File: src/hw/rtl/hbsi_pkg.sv
// ----------------------------------------------------------------------------
// Halo border source index: shared definitions
// Field widths, register codes and the halo depth used across the block.
// ----------------------------------------------------------------------------
package hbsi_pkg;

	localparam int IDX_W     = 25;
	localparam int CFG_W     = 7;
	localparam int CFG_IDX_W = 2;
	localparam int HALO      = 2;

	typedef enum logic [CFG_IDX_W-1:0] {
		REG_EXTENT_X,
		REG_EXTENT_Y,
		REG_EXTENT_Z,
		REG_EXTENT_W
	} cfg_reg_t;

endpackage

File: src/hw/rtl/hbsi_cfg.sv
// ----------------------------------------------------------------------------
// Halo border source index: geometry registers
// Holds the four extents and derives the padded sizes and the volume.
// ----------------------------------------------------------------------------
module hbsi_cfg #(
	parameter int MAX_EXTENT = 64,
	parameter int EW         = 7
) (
	input  logic                        clk,
	input  logic                        arst_n,
	input  logic                        wr_en,
	input  hbsi_pkg::cfg_reg_t          wr_index,
	input  logic [hbsi_pkg::CFG_W-1:0]  wr_data,
	output logic [EW-1:0]               d0,
	output logic [EW-1:0]               d1,
	output logic [EW-1:0]               d2,
	output logic [EW-1:0]               d3,
	output logic [EW-1:0]               e1,
	output logic [EW-1:0]               e2,
	output logic [EW-1:0]               hd0,
	output logic [4*EW-1:0]             vol
);

	localparam int CAP0 = (MAX_EXTENT / 2) * 2;
	localparam int CAP  = (CAP0 < 2) ? 2 : CAP0;

	logic [hbsi_pkg::CFG_W-1:0] ext_q [4];
	logic [EW-1:0]              d_q [4];
	logic [EW-1:0]              e_w [4];
	logic [2*EW-1:0]            p01_q;
	logic [2*EW-1:0]            p23_q;
	logic [4*EW-1:0]            vol_q;

	function automatic logic [EW-1:0] eff(input logic [hbsi_pkg::CFG_W-1:0] v);
		int e;
		e = int'({v[hbsi_pkg::CFG_W-1:1], 1'b0});
		if (e < 2) e = 2;
		if (e > CAP) e = CAP;
		return EW'(e);
	endfunction

	always_ff @(posedge clk or negedge arst_n) begin
		if (!arst_n) begin
			for (int i = 0; i < 4; i++) ext_q[i] <= hbsi_pkg::CFG_W'(2);
		end else if (wr_en) begin
			case (wr_index)
				hbsi_pkg::REG_EXTENT_X: ext_q[0] <= wr_data;
				hbsi_pkg::REG_EXTENT_Y: ext_q[1] <= wr_data;
				hbsi_pkg::REG_EXTENT_Z: ext_q[2] <= wr_data;
				hbsi_pkg::REG_EXTENT_W: ext_q[3] <= wr_data;
				default: ;
			endcase
		end
	end

	always_comb begin
		for (int i = 0; i < 4; i++) e_w[i] = d_q[i] + EW'(4);
	end

	always_ff @(posedge clk or negedge arst_n) begin
		if (!arst_n) begin
			for (int i = 0; i < 4; i++) d_q[i] <= EW'(2);
			p01_q <= (2*EW)'(36);
			p23_q <= (2*EW)'(36);
			vol_q <= (4*EW)'(1296);
		end else begin
			for (int i = 0; i < 4; i++) d_q[i] <= eff(ext_q[i]);
			p01_q <= (2*EW)'(e_w[0]) * (2*EW)'(e_w[1]);
			p23_q <= (2*EW)'(e_w[2]) * (2*EW)'(e_w[3]);
			vol_q <= (4*EW)'(p01_q) * (4*EW)'(p23_q);
		end
	end

	assign d0  = d_q[0];
	assign d1  = d_q[1];
	assign d2  = d_q[2];
	assign d3  = d_q[3];
	assign e1  = e_w[1];
	assign e2  = e_w[2];
	assign hd0 = e_w[0] >> 1;
	assign vol = vol_q;

endmodule

File: src/hw/rtl/hbsi_div.sv
// ----------------------------------------------------------------------------
// Halo border source index: pipelined divider
// Restoring division, a few quotient bits per stage, with sideband data.
// ----------------------------------------------------------------------------
module hbsi_div #(
	parameter int NW  = 25,
	parameter int DW  = 7,
	parameter int SW  = 1,
	parameter int BPS = 4
) (
	input  logic          clk,
	input  logic          arst_n,
	input  logic          en,
	input  logic          in_valid,
	input  logic [NW-1:0] num,
	input  logic [DW-1:0] dvs,
	input  logic [SW-1:0] in_side,
	output logic          out_valid,
	output logic [NW-1:0] quo,
	output logic [DW-1:0] rem,
	output logic [SW-1:0] out_side
);

	localparam int NST = (NW + BPS - 1) / BPS;
	localparam int TW  = NST * BPS;

	logic [DW-1:0] rem_s  [NST];
	logic [TW-1:0] nq_s   [NST];
	logic          v_s    [NST];
	logic [SW-1:0] side_s [NST];

	for (genvar g = 0; g < NST; g++) begin : g_st
		logic [DW-1:0] rem_in;
		logic [TW-1:0] nq_in;
		logic          v_in;
		logic [SW-1:0] side_in;
		logic [DW-1:0] rem_nx;
		logic [TW-1:0] nq_nx;

		if (g == 0) begin : g_first
			assign rem_in  = '0;
			assign nq_in   = TW'(num);
			assign v_in    = in_valid;
			assign side_in = in_side;
		end else begin : g_next
			assign rem_in  = rem_s[g-1];
			assign nq_in   = nq_s[g-1];
			assign v_in    = v_s[g-1];
			assign side_in = side_s[g-1];
		end

		always_comb begin
			logic [DW:0] t;
			rem_nx = rem_in;
			nq_nx  = nq_in;
			for (int k = 0; k < BPS; k++) begin
				t     = {rem_nx, nq_nx[TW-1]};
				nq_nx = {nq_nx[TW-2:0], 1'b0};
				if (t >= {1'b0, dvs}) begin
					t        = t - {1'b0, dvs};
					nq_nx[0] = 1'b1;
				end
				rem_nx = t[DW-1:0];
			end
		end

		always_ff @(posedge clk or negedge arst_n) begin
			if (!arst_n) begin
				v_s[g] <= 1'b0;
			end else if (en) begin
				v_s[g] <= v_in;
			end
		end

		always_ff @(posedge clk) begin
			if (en) begin
				rem_s[g]  <= rem_nx;
				nq_s[g]   <= nq_nx;
				side_s[g] <= side_in;
			end
		end
	end

	assign out_valid = v_s[NST-1];
	assign quo       = nq_s[NST-1][NW-1:0];
	assign rem       = rem_s[NST-1];
	assign out_side  = side_s[NST-1];

endmodule

File: src/hw/rtl/hbsi_map.sv
// ----------------------------------------------------------------------------
// Halo border source index: wrap and re-encode
// Folds halo coordinates into the interior and rebuilds the checkerboard index.
// ----------------------------------------------------------------------------
module hbsi_map #(
	parameter int EW = 7
) (
	input  logic                       clk,
	input  logic                       arst_n,
	input  logic                       en,
	input  logic                       in_valid,
	input  logic [hbsi_pkg::IDX_W-1:0] idx,
	input  logic                       oor,
	input  logic                       odd,
	input  logic [EW-1:0]              x1h,
	input  logic [EW-1:0]              x2,
	input  logic [EW-1:0]              x3,
	input  logic [EW-1:0]              x4,
	input  logic [EW-1:0]              d0,
	input  logic [EW-1:0]              d1,
	input  logic [EW-1:0]              d2,
	input  logic [EW-1:0]              d3,
	input  logic [EW-1:0]              e1,
	input  logic [EW-1:0]              e2,
	input  logic [EW-1:0]              hd0,
	input  logic [4*EW-1:0]            vol,
	output logic                       out_valid,
	output logic                       is_border,
	output logic                       out_of_range,
	output logic [hbsi_pkg::IDX_W-1:0] source_index
);

	localparam int CW   = EW + 1;
	localparam int M1W  = 2 * EW;
	localparam int M2W  = 3 * EW;
	localparam int M3W  = 4 * EW;
	localparam int SUMW = (M3W + 1 > hbsi_pkg::IDX_W) ? M3W + 1 : hbsi_pkg::IDX_W;

	function automatic logic [CW-1:0] wrap(input logic [CW-1:0] c, input logic [EW-1:0] d);
		logic [CW-1:0] dw;
		dw = {1'b0, d};
		if (c < CW'(hbsi_pkg::HALO)) return c + dw;
		if (c > dw + CW'(1)) return c - dw;
		return c;
	endfunction

	function automatic logic in_halo(input logic [CW-1:0] c, input logic [EW-1:0] d);
		return (c < CW'(hbsi_pkg::HALO)) || (c > {1'b0, d} + CW'(1));
	endfunction

	logic [CW-1:0] c1, c2, c3, c4;
	logic [CW-1:0] y1;

	logic                       v_s3, v_s4, v_s5, v_s6, v_s7;
	logic [hbsi_pkg::IDX_W-1:0] idx_s3, idx_s4, idx_s5, idx_s6, src_s7;
	logic                       oor_s3, oor_s4, oor_s5, oor_s6, oor_s7;
	logic                       odd_s3, odd_s4, odd_s5, odd_s6;
	logic                       bd_s3, bd_s4, bd_s5, bd_s6, bd_s7;
	logic [EW-1:0]              y1h_s3, y1h_s4, y1h_s5;
	logic [EW-1:0]              y2_s3, y2_s4;
	logic [EW-1:0]              y3_s3, y4_s3;
	logic [M1W-1:0]             m1_s4;
	logic [M2W-1:0]             m2_s5;
	logic [M3W-1:0]             m3_s6;
	logic [SUMW-1:0]            sum;

	assign c1 = {x1h, x2[0] ^ x3[0] ^ x4[0] ^ odd};
	assign c2 = {1'b0, x2};
	assign c3 = {1'b0, x3};
	assign c4 = {1'b0, x4};
	assign y1 = wrap(c1, d0);
	assign sum = SUMW'(m3_s6) + (odd_s6 ? SUMW'(vol >> 1) : SUMW'(0));

	always_ff @(posedge clk or negedge arst_n) begin
		if (!arst_n) begin
			v_s3 <= 1'b0;
			v_s4 <= 1'b0;
			v_s5 <= 1'b0;
			v_s6 <= 1'b0;
			v_s7 <= 1'b0;
		end else if (en) begin
			v_s3 <= in_valid;
			v_s4 <= v_s3;
			v_s5 <= v_s4;
			v_s6 <= v_s5;
			v_s7 <= v_s6;
		end
	end

	always_ff @(posedge clk) begin
		if (en) begin
			idx_s3 <= idx;
			oor_s3 <= oor;
			odd_s3 <= odd;
			bd_s3  <= !oor && (in_halo(c1, d0) || in_halo(c2, d1) ||
				in_halo(c3, d2) || in_halo(c4, d3));
			y1h_s3 <= y1[CW-1:1];
			y2_s3  <= EW'(wrap(c2, d1));
			y3_s3  <= EW'(wrap(c3, d2));
			y4_s3  <= EW'(wrap(c4, d3));

			idx_s4 <= idx_s3;
			oor_s4 <= oor_s3;
			odd_s4 <= odd_s3;
			bd_s4  <= bd_s3;
			y1h_s4 <= y1h_s3;
			y2_s4  <= y2_s3;
			m1_s4  <= M1W'(y4_s3) * M1W'(e2) + M1W'(y3_s3);

			idx_s5 <= idx_s4;
			oor_s5 <= oor_s4;
			odd_s5 <= odd_s4;
			bd_s5  <= bd_s4;
			y1h_s5 <= y1h_s4;
			m2_s5  <= M2W'(m1_s4) * M2W'(e1) + M2W'(y2_s4);

			idx_s6 <= idx_s5;
			oor_s6 <= oor_s5;
			odd_s6 <= odd_s5;
			bd_s6  <= bd_s5;
			m3_s6  <= M3W'(m2_s5) * M3W'(hd0) + M3W'(y1h_s5);

			oor_s7 <= oor_s6;
			bd_s7  <= bd_s6;
			src_s7 <= bd_s6 ? sum[hbsi_pkg::IDX_W-1:0] : idx_s6;
		end
	end

	assign out_valid    = v_s7;
	assign is_border    = bd_s7;
	assign out_of_range = oor_s7;
	assign source_index = src_s7;

endmodule

File: src/hw/rtl/halo_border_source_index.sv
// ----------------------------------------------------------------------------
// Halo border source index
// Decodes a padded checkerboard site index and gives the halo source index.
// ----------------------------------------------------------------------------
// An item passes through 24 register stages: two input stages, seventeen
// divider stages (four quotient bits each) and five wrap and multiply stages,
// at MAX_EXTENT of 64. One item is accepted every cycle; the whole pipeline
// holds when the output item is not taken. After a register write, derived
// geometry passes the extent, size, partial product and volume registers.
// Reset clears all valid bits and sets every extent to 2.
// ----------------------------------------------------------------------------
module halo_border_source_index #(
	parameter int MAX_EXTENT = 64
) (
	input  logic                          clk,
	input  logic                          arst_n,
	input  logic                          s_tvalid,
	output logic                          s_tready,
	input  logic [31:0]                   s_tdata,   // site_index
	output logic                          m_tvalid,
	input  logic                          m_tready,
	output logic [31:0]                   m_tdata,   // source_index
	output logic [1:0]                    m_tuser,   // [1] out_of_range, [0] is_border
	input  logic                          cfg_valid,
	output logic                          cfg_ready,
	input  logic [hbsi_pkg::CFG_IDX_W-1:0] cfg_index,
	input  logic [hbsi_pkg::CFG_W-1:0]    cfg_data
);

	localparam int EW  = $clog2(MAX_EXTENT + 5);
	localparam int VW  = 4 * EW;
	localparam int IW  = hbsi_pkg::IDX_W;
	localparam int MW  = (VW > IW) ? VW : IW;
	localparam int NB  = 3 * EW;
	localparam int NC  = 2 * EW;
	localparam int SWA = IW + 2;
	localparam int SWB = SWA + EW;
	localparam int SWC = SWB + EW;

	logic en;
	logic [EW-1:0] d0, d1, d2, d3, e1, e2, hd0;
	logic [VW-1:0] vol;

	logic          v_s1, v_s2;
	logic [IW-1:0] idx_s1, idx_s2, site_s2;
	logic          oor_s2, odd_s2;
	logic [MW-1:0] idx_w, vol_w, half_w;

	logic           va, vb, vc;
	logic [IW-1:0]  qa;
	logic [NB-1:0]  qb;
	logic [NC-1:0]  qc;
	logic [EW-1:0]  ra, rb, rc;
	logic [SWA-1:0] sa;
	logic [SWB-1:0] sb;
	logic [SWC-1:0] sc;

	logic          bd, oor_o;
	logic [IW-1:0] src;

	assign en        = !m_tvalid || m_tready;
	assign s_tready  = en;
	assign cfg_ready = 1'b1;

	hbsi_cfg #(.MAX_EXTENT(MAX_EXTENT), .EW(EW)) u_cfg (
		.clk      (clk),
		.arst_n   (arst_n),
		.wr_en    (cfg_valid),
		.wr_index (hbsi_pkg::cfg_reg_t'(cfg_index)),
		.wr_data  (cfg_data),
		.d0       (d0),
		.d1       (d1),
		.d2       (d2),
		.d3       (d3),
		.e1       (e1),
		.e2       (e2),
		.hd0      (hd0),
		.vol      (vol)
	);

	assign idx_w  = MW'(idx_s1);
	assign vol_w  = MW'(vol);
	assign half_w = vol_w >> 1;

	always_ff @(posedge clk or negedge arst_n) begin
		if (!arst_n) begin
			v_s1 <= 1'b0;
			v_s2 <= 1'b0;
		end else if (en) begin
			v_s1 <= s_tvalid;
			v_s2 <= v_s1;
		end
	end

	always_ff @(posedge clk) begin
		if (en) begin
			idx_s1  <= s_tdata[IW-1:0];
			idx_s2  <= idx_s1;
			oor_s2  <= idx_w >= vol_w;
			odd_s2  <= idx_w >= half_w;
			site_s2 <= (idx_w >= half_w) ? IW'(idx_w - half_w) : idx_s1;
		end
	end

	hbsi_div #(.NW(IW), .DW(EW), .SW(SWA)) u_div_x (
		.clk       (clk),
		.arst_n    (arst_n),
		.en        (en),
		.in_valid  (v_s2),
		.num       (site_s2),
		.dvs       (hd0),
		.in_side   ({idx_s2, oor_s2, odd_s2}),
		.out_valid (va),
		.quo       (qa),
		.rem       (ra),
		.out_side  (sa)
	);

	hbsi_div #(.NW(NB), .DW(EW), .SW(SWB)) u_div_y (
		.clk       (clk),
		.arst_n    (arst_n),
		.en        (en),
		.in_valid  (va),
		.num       (NB'(qa)),
		.dvs       (e1),
		.in_side   ({sa, ra}),
		.out_valid (vb),
		.quo       (qb),
		.rem       (rb),
		.out_side  (sb)
	);

	hbsi_div #(.NW(NC), .DW(EW), .SW(SWC)) u_div_z (
		.clk       (clk),
		.arst_n    (arst_n),
		.en        (en),
		.in_valid  (vb),
		.num       (NC'(qb)),
		.dvs       (e2),
		.in_side   ({sb, rb}),
		.out_valid (vc),
		.quo       (qc),
		.rem       (rc),
		.out_side  (sc)
	);

	hbsi_map #(.EW(EW)) u_map (
		.clk          (clk),
		.arst_n       (arst_n),
		.en           (en),
		.in_valid     (vc),
		.idx          (sc[SWC-1 -: IW]),
		.oor          (sc[2*EW+1]),
		.odd          (sc[2*EW]),
		.x1h          (sc[2*EW-1 -: EW]),
		.x2           (sc[EW-1:0]),
		.x3           (rc),
		.x4           (EW'(qc)),
		.d0           (d0),
		.d1           (d1),
		.d2           (d2),
		.d3           (d3),
		.e1           (e1),
		.e2           (e2),
		.hd0          (hd0),
		.vol          (vol),
		.out_valid    (m_tvalid),
		.is_border    (bd),
		.out_of_range (oor_o),
		.source_index (src)
	);

	assign m_tdata = {{(32 - IW){1'b0}}, src};
	assign m_tuser = {oor_o, bd};

endmodule

File: config.mk
export PLATFORM = sky130hd
export DESIGN_NAME = halo_border_source_index
export DESIGN_NICKNAME = d
export VERILOG_FILES = /design/src/hw/rtl/hbsi_pkg.sv /design/src/hw/rtl/hbsi_cfg.sv /design/src/hw/rtl/hbsi_div.sv /design/src/hw/rtl/hbsi_map.sv /design/src/hw/rtl/halo_border_source_index.sv
export SDC_FILE = /design/constraint.sdc
export NUM_CORES = 2
export LEC_CHECK = 0
export ABC_AREA = 1
export BUFFER_PORTS_ARGS = -buffer_cell sky130_fd_sc_hd__buf_2
export CAP_MARGIN = 20
export CORE_MARGIN = 4
export CORE_UTILIZATION = 58
export CTS_CLUSTER_SIZE = 30
export DETAILED_ROUTE_END_ITERATION = 12
export PLACE_DENSITY_LB_ADDON = 0.12
export SYNTH_ARGS = -nofsm -noshare
export SYNTH_HDL_FRONTEND = slang
export SYNTH_SLANG_ARGS = --single-unit
File: constraint.sdc
create_clock -name clk -period 38.6 [get_ports clk]
set_clock_uncertainty 0.2 [all_clocks]
set_input_delay 1.93 -clock clk [delete_from_list [all_inputs] [get_ports clk]]
set_output_delay 1.93 -clock clk [all_outputs]
set_load 0.005 [all_outputs]
==> results.md <==
- Die Span Y: 383 µm
- Post-layout instance count excluding filler cells: 9,631
- Area growth from synthesis to layout: 9.23%
- CTS Buf Count: 144
- Total GRT Usage: 23.3%
- Placeable Area: 140,000 µm²
- TritonCTS clock tree: yes
- Startpoint types: register
- Vias in the first global route: ~52,000
- CTS resizes: 0
- Slew margin rel.: 32.4%
- Met2 WL post-DR: between 70,000 and 80,000 µm
- Max layer used: met5
- First-pass GRT wire length: 269,000 µm
- Critical path arrival: around 11 ns
- Post-layout util: 63.7%
- Cell area after synthesis: 81,400 µm²
- Unrepaired setup endpoints after global routing: no
- Setup Viol. Count Final: 0
- DRT Wirelength: 168,000 µm
- Final hold vios: 0
- ANT nets after route: 0
- Yosys reg bits: 1,376
- First-pass detailed-route iteration total: 8
- CP peak stage delay: 0.65 ns
- Pin count of the biggest net entering global routing: 139
- Post-layout nets: 8,796
- Netlist cell types: 78
- Final period util: between 20% and 30%
- Post-synth EDFFs: 1,256
- Synthesized area per cell: between 10 and 15 µm²
- Max-slew violation total from the final report: 0
- Crit path capture type: register
- # hold bufs at CTS: 0
- Status: finished, final reports clean
- Met1 WL: approximately 73,000 µm
- Path type of the worst setup path: register to register
- CP max-delay cell: dfrtp_2
- Max_cap viols: 0
- Die area: about 150,000 µm²
- Antenna violations before repair: 11
- Clock Path Buffers: 3
- Routed vias: 52,000
- Setup tns final: 0 ns
- Synth Warn #: 0
- Top_reg_cell synth: edfxtp_1
- Top Ports: 83
- CTS root buffer: clkbuf_16
- WL/cell: ~17 µm
- Async set-or-reset flop fraction in the synthesized netlist: 8.72%
- Clk_lat worst skew: 0.81 ns
- Worst-path clk slew: 0.06 ns
- Die X: 383 µm
- Starting Density: 58.3%
- Share of post-route cells with drive strength above 1: 7.19%
- Min-Delay Path Class: register to register
- Drt via density: 5.40
- Worst path required time: 38.90 ns
- Drt drc: 0
- Congestion Overflow GR: 0
- Detailed Place HPWL: approximately 120,000 µm
- CP max FO: 24
- Top cell by count, worst path: nand2_1
- Clock sinks: between 1,000 and 1,500
- Maximum clock rate: around 100 MHz
- Setup Buffers After CTS: 0
- Post-Syn Instances: between 7,000 and 8,000
- Min cycle time layout: 10.30 ns
- GPL Wtd Cong: a little under 0.9
- DR WL met3: 10,300 µm
- H-tree levels: 4
- Slew @ Worst Pin: 1.01 ns
- FILL cells: 11,100
- Placed Cells incl. Taps: 9,361
- Row cnt: 137
- Buffers on Ports: 66
- Initial DRC count: 3,806
- Sequential cell area fraction in the yosys report: about half
metrics by stage:
step / instance area, µm² / setup slack (ns) / hold slack (ns)
global placement: 84000 / 28.60 / 0.200
floorplan: 81400 / 18.69 / 0.200
CTS: 88900 / 28.35 / 0.194
finish: 88900 / 28.30 / 0.194
global route: 88900 / 27.28 / 0.193
detailed placement: 84000 / 28.41 / 0.205
cell families (layout without fill, tap and decap cells):
kind of cell,count (synthesis),count (layout),share of synthesized area [%]
DFF,1376,1376,50.1
AOI/OAI and AO/OA,1126,1126,7.83
other,2,15,0.00923
muxes,5,5,0.0692
and+or+nand+nor,2219,2219,11.5
adders and majority gates,1119,1119,20.5
xor gates and xnor gates,378,378,4.07
buffers and inverters,1250,1517,5.93
flip-flops by register name (all words and copies together) (netlist names), 28 cells and up:
register	cells
u_div_z.side_s	164
u_div_y.nq_s	92
u_div_y.rem_s	42
u_div_y.side_s	204
u_div_x.side_s	180
u_div_z.nq_s	34
u_div_x.nq_s	141
u_div_z.rem_s	28
u_div_x.rem_s	49
cell usage in the layout, fill, tap and decap left out, types with 11 or more instances in the layout:
cell type / Yosys / routed
a21oi_1: 448 / 447
a31oi_1: 21 / 21
buf_2: 11 / 65
buf_4: 16 / 58
bufinv_16: 0 / 11
clkbuf_1: 81 / 29
clkbuf_16: 0 / 146
clkinv_1: 15 / 36
clkinv_16: 0 / 12
clkinv_2: 2 / 26
dfrtp_1: 105 / 103
dfstp_2: 15 / 15
edfxtp_1: 1256 / 1256
fa_1: 360 / 360
ha_1: 759 / 759
inv_1: 1084 / 1083
inv_2: 24 / 25
nand2_1: 1365 / 1364
nand2_2: 47 / 47
nand2_4: 15 / 16
nand3_1: 169 / 169
nand3_2: 13 / 13
nand4_1: 34 / 34
nor2_1: 452 / 452
nor3_1: 36 / 36
o211ai_1: 14 / 14
o21a_1: 14 / 14
o21ai_0: 416 / 416
o21ai_1: 23 / 23
o21ai_2: 19 / 19
o21bai_1: 45 / 45
o31ai_1: 23 / 23
o41ai_1: 12 / 12
or2_2: 26 / 26
xnor2_1: 152 / 152
xor2_1: 226 / 226
metal layers:
layer	track usage [%]	up-vias
met5	0	-
met4	8.57	6
met3	4.24	322
met2	37.7	1282
met1	31.6	24900
li1	-	25400
critical path, delay by kind of cell (launching register included):
| kind | cells | cell delay (ns) |
|---|---|---|
| buf+inv | 5 | 1.57 |
| flops | 1 | 0.65 |
| simple gates | 16 | 2.18 |
| fa+ha+maj | 4 | 1.32 |
| compound gates | 19 | 4.04 |
worst paths after layout:
path,slack [ns],start,to,cells after the start
min in group asynchronous,0.93,arst_n,v_s1$_DFFE_PN0P_,1
hold reg to reg,0.19,u_div_y.side_s[4][32]$_DFFE_PP_,u_div_y.side_s[5][32]$_DFFE_PP_,0
setup / recovery,28.30,u_cfg.d1[2]$_DFF_PN0_,u_div_y.rem_s[2][6]$_DFFE_PP_,44
hold / removal,0.19,u_div_y.side_s[4][32]$_DFFE_PP_,u_div_y.side_s[5][32]$_DFFE_PP_,0
setup reg to reg,28.30,u_cfg.d1[2]$_DFF_PN0_,u_div_y.rem_s[2][6]$_DFFE_PP_,44
max in group asynchronous,35.85,arst_n,u_cfg.d0[2]$_DFF_PN0_,2
Yosys cell counts, types with 9 or more instances:
| cell type | n | area [µm²] |
|---|---|---|
| a31oi_1 | 21 | 131 |
| o41ai_1 | 12 | 105 |
| a211oi_1 | 10 | 75.1 |
| a21oi_1 | 448 | 2240 |
| clkbuf_1 | 81 | 304 |
| nand2_4 | 15 | 169 |
| nor4_1 | 10 | 62.6 |
| o31ai_1 | 23 | 173 |
| or2_2 | 26 | 163 |
| buf_2 | 11 | 55.1 |
| a221oi_1 | 10 | 87.6 |
| nor2_1 | 452 | 1700 |
| and2_1 | 10 | 62.6 |
| dfrtp_1 | 105 | 2630 |
| ha_1 | 759 | 9500 |
| clkinv_1 | 15 | 56.3 |
| o211ai_1 | 14 | 105 |
| nand2_1 | 1365 | 5120 |
| xnor2_1 | 152 | 1330 |
| o21ai_2 | 19 | 166 |
| o21bai_1 | 45 | 338 |
| dfstp_2 | 15 | 394 |
| nor2_2 | 9 | 56.3 |
| nand4_1 | 34 | 213 |
| nand3_1 | 169 | 846 |
| a21o_1 | 10 | 75.1 |
| nor3_1 | 36 | 180 |
| buf_4 | 16 | 120 |
| o21a_1 | 14 | 105 |
| o21ai_0 | 416 | 2080 |
| nand2_2 | 47 | 294 |
| edfxtp_1 | 1256 | 37700 |
| inv_2 | 24 | 90.1 |
| nand3_2 | 13 | 130 |
| fa_1 | 360 | 7210 |
| o21ai_1 | 23 | 115 |
| xor2_1 | 226 | 1980 |
| inv_1 | 1084 | 4070 |
layout make-up:
| class | instances | area [µm²] | area share, % |
|---|---|---|---|
| multi-input combinational | 4857 | 35900 | 40.3 |
| timing repair buffer | 125 | 792 | 0.891 |
| tap | 1876 | 2350 | 2.64 |
| sequential | 1376 | 40700 | 45.8 |
| clock inverter | 84 | 1050 | 1.18 |
| inverter | 1127 | 4240 | 4.77 |
| clock buffer | 181 | 3840 | 4.32 |
| antenna | 5 | 12.5 | 0.0141 |
Power is left out: the tool's default activity adds up to more than one toggle a clock period on the data nets, which glitch-free logic cannot reach.
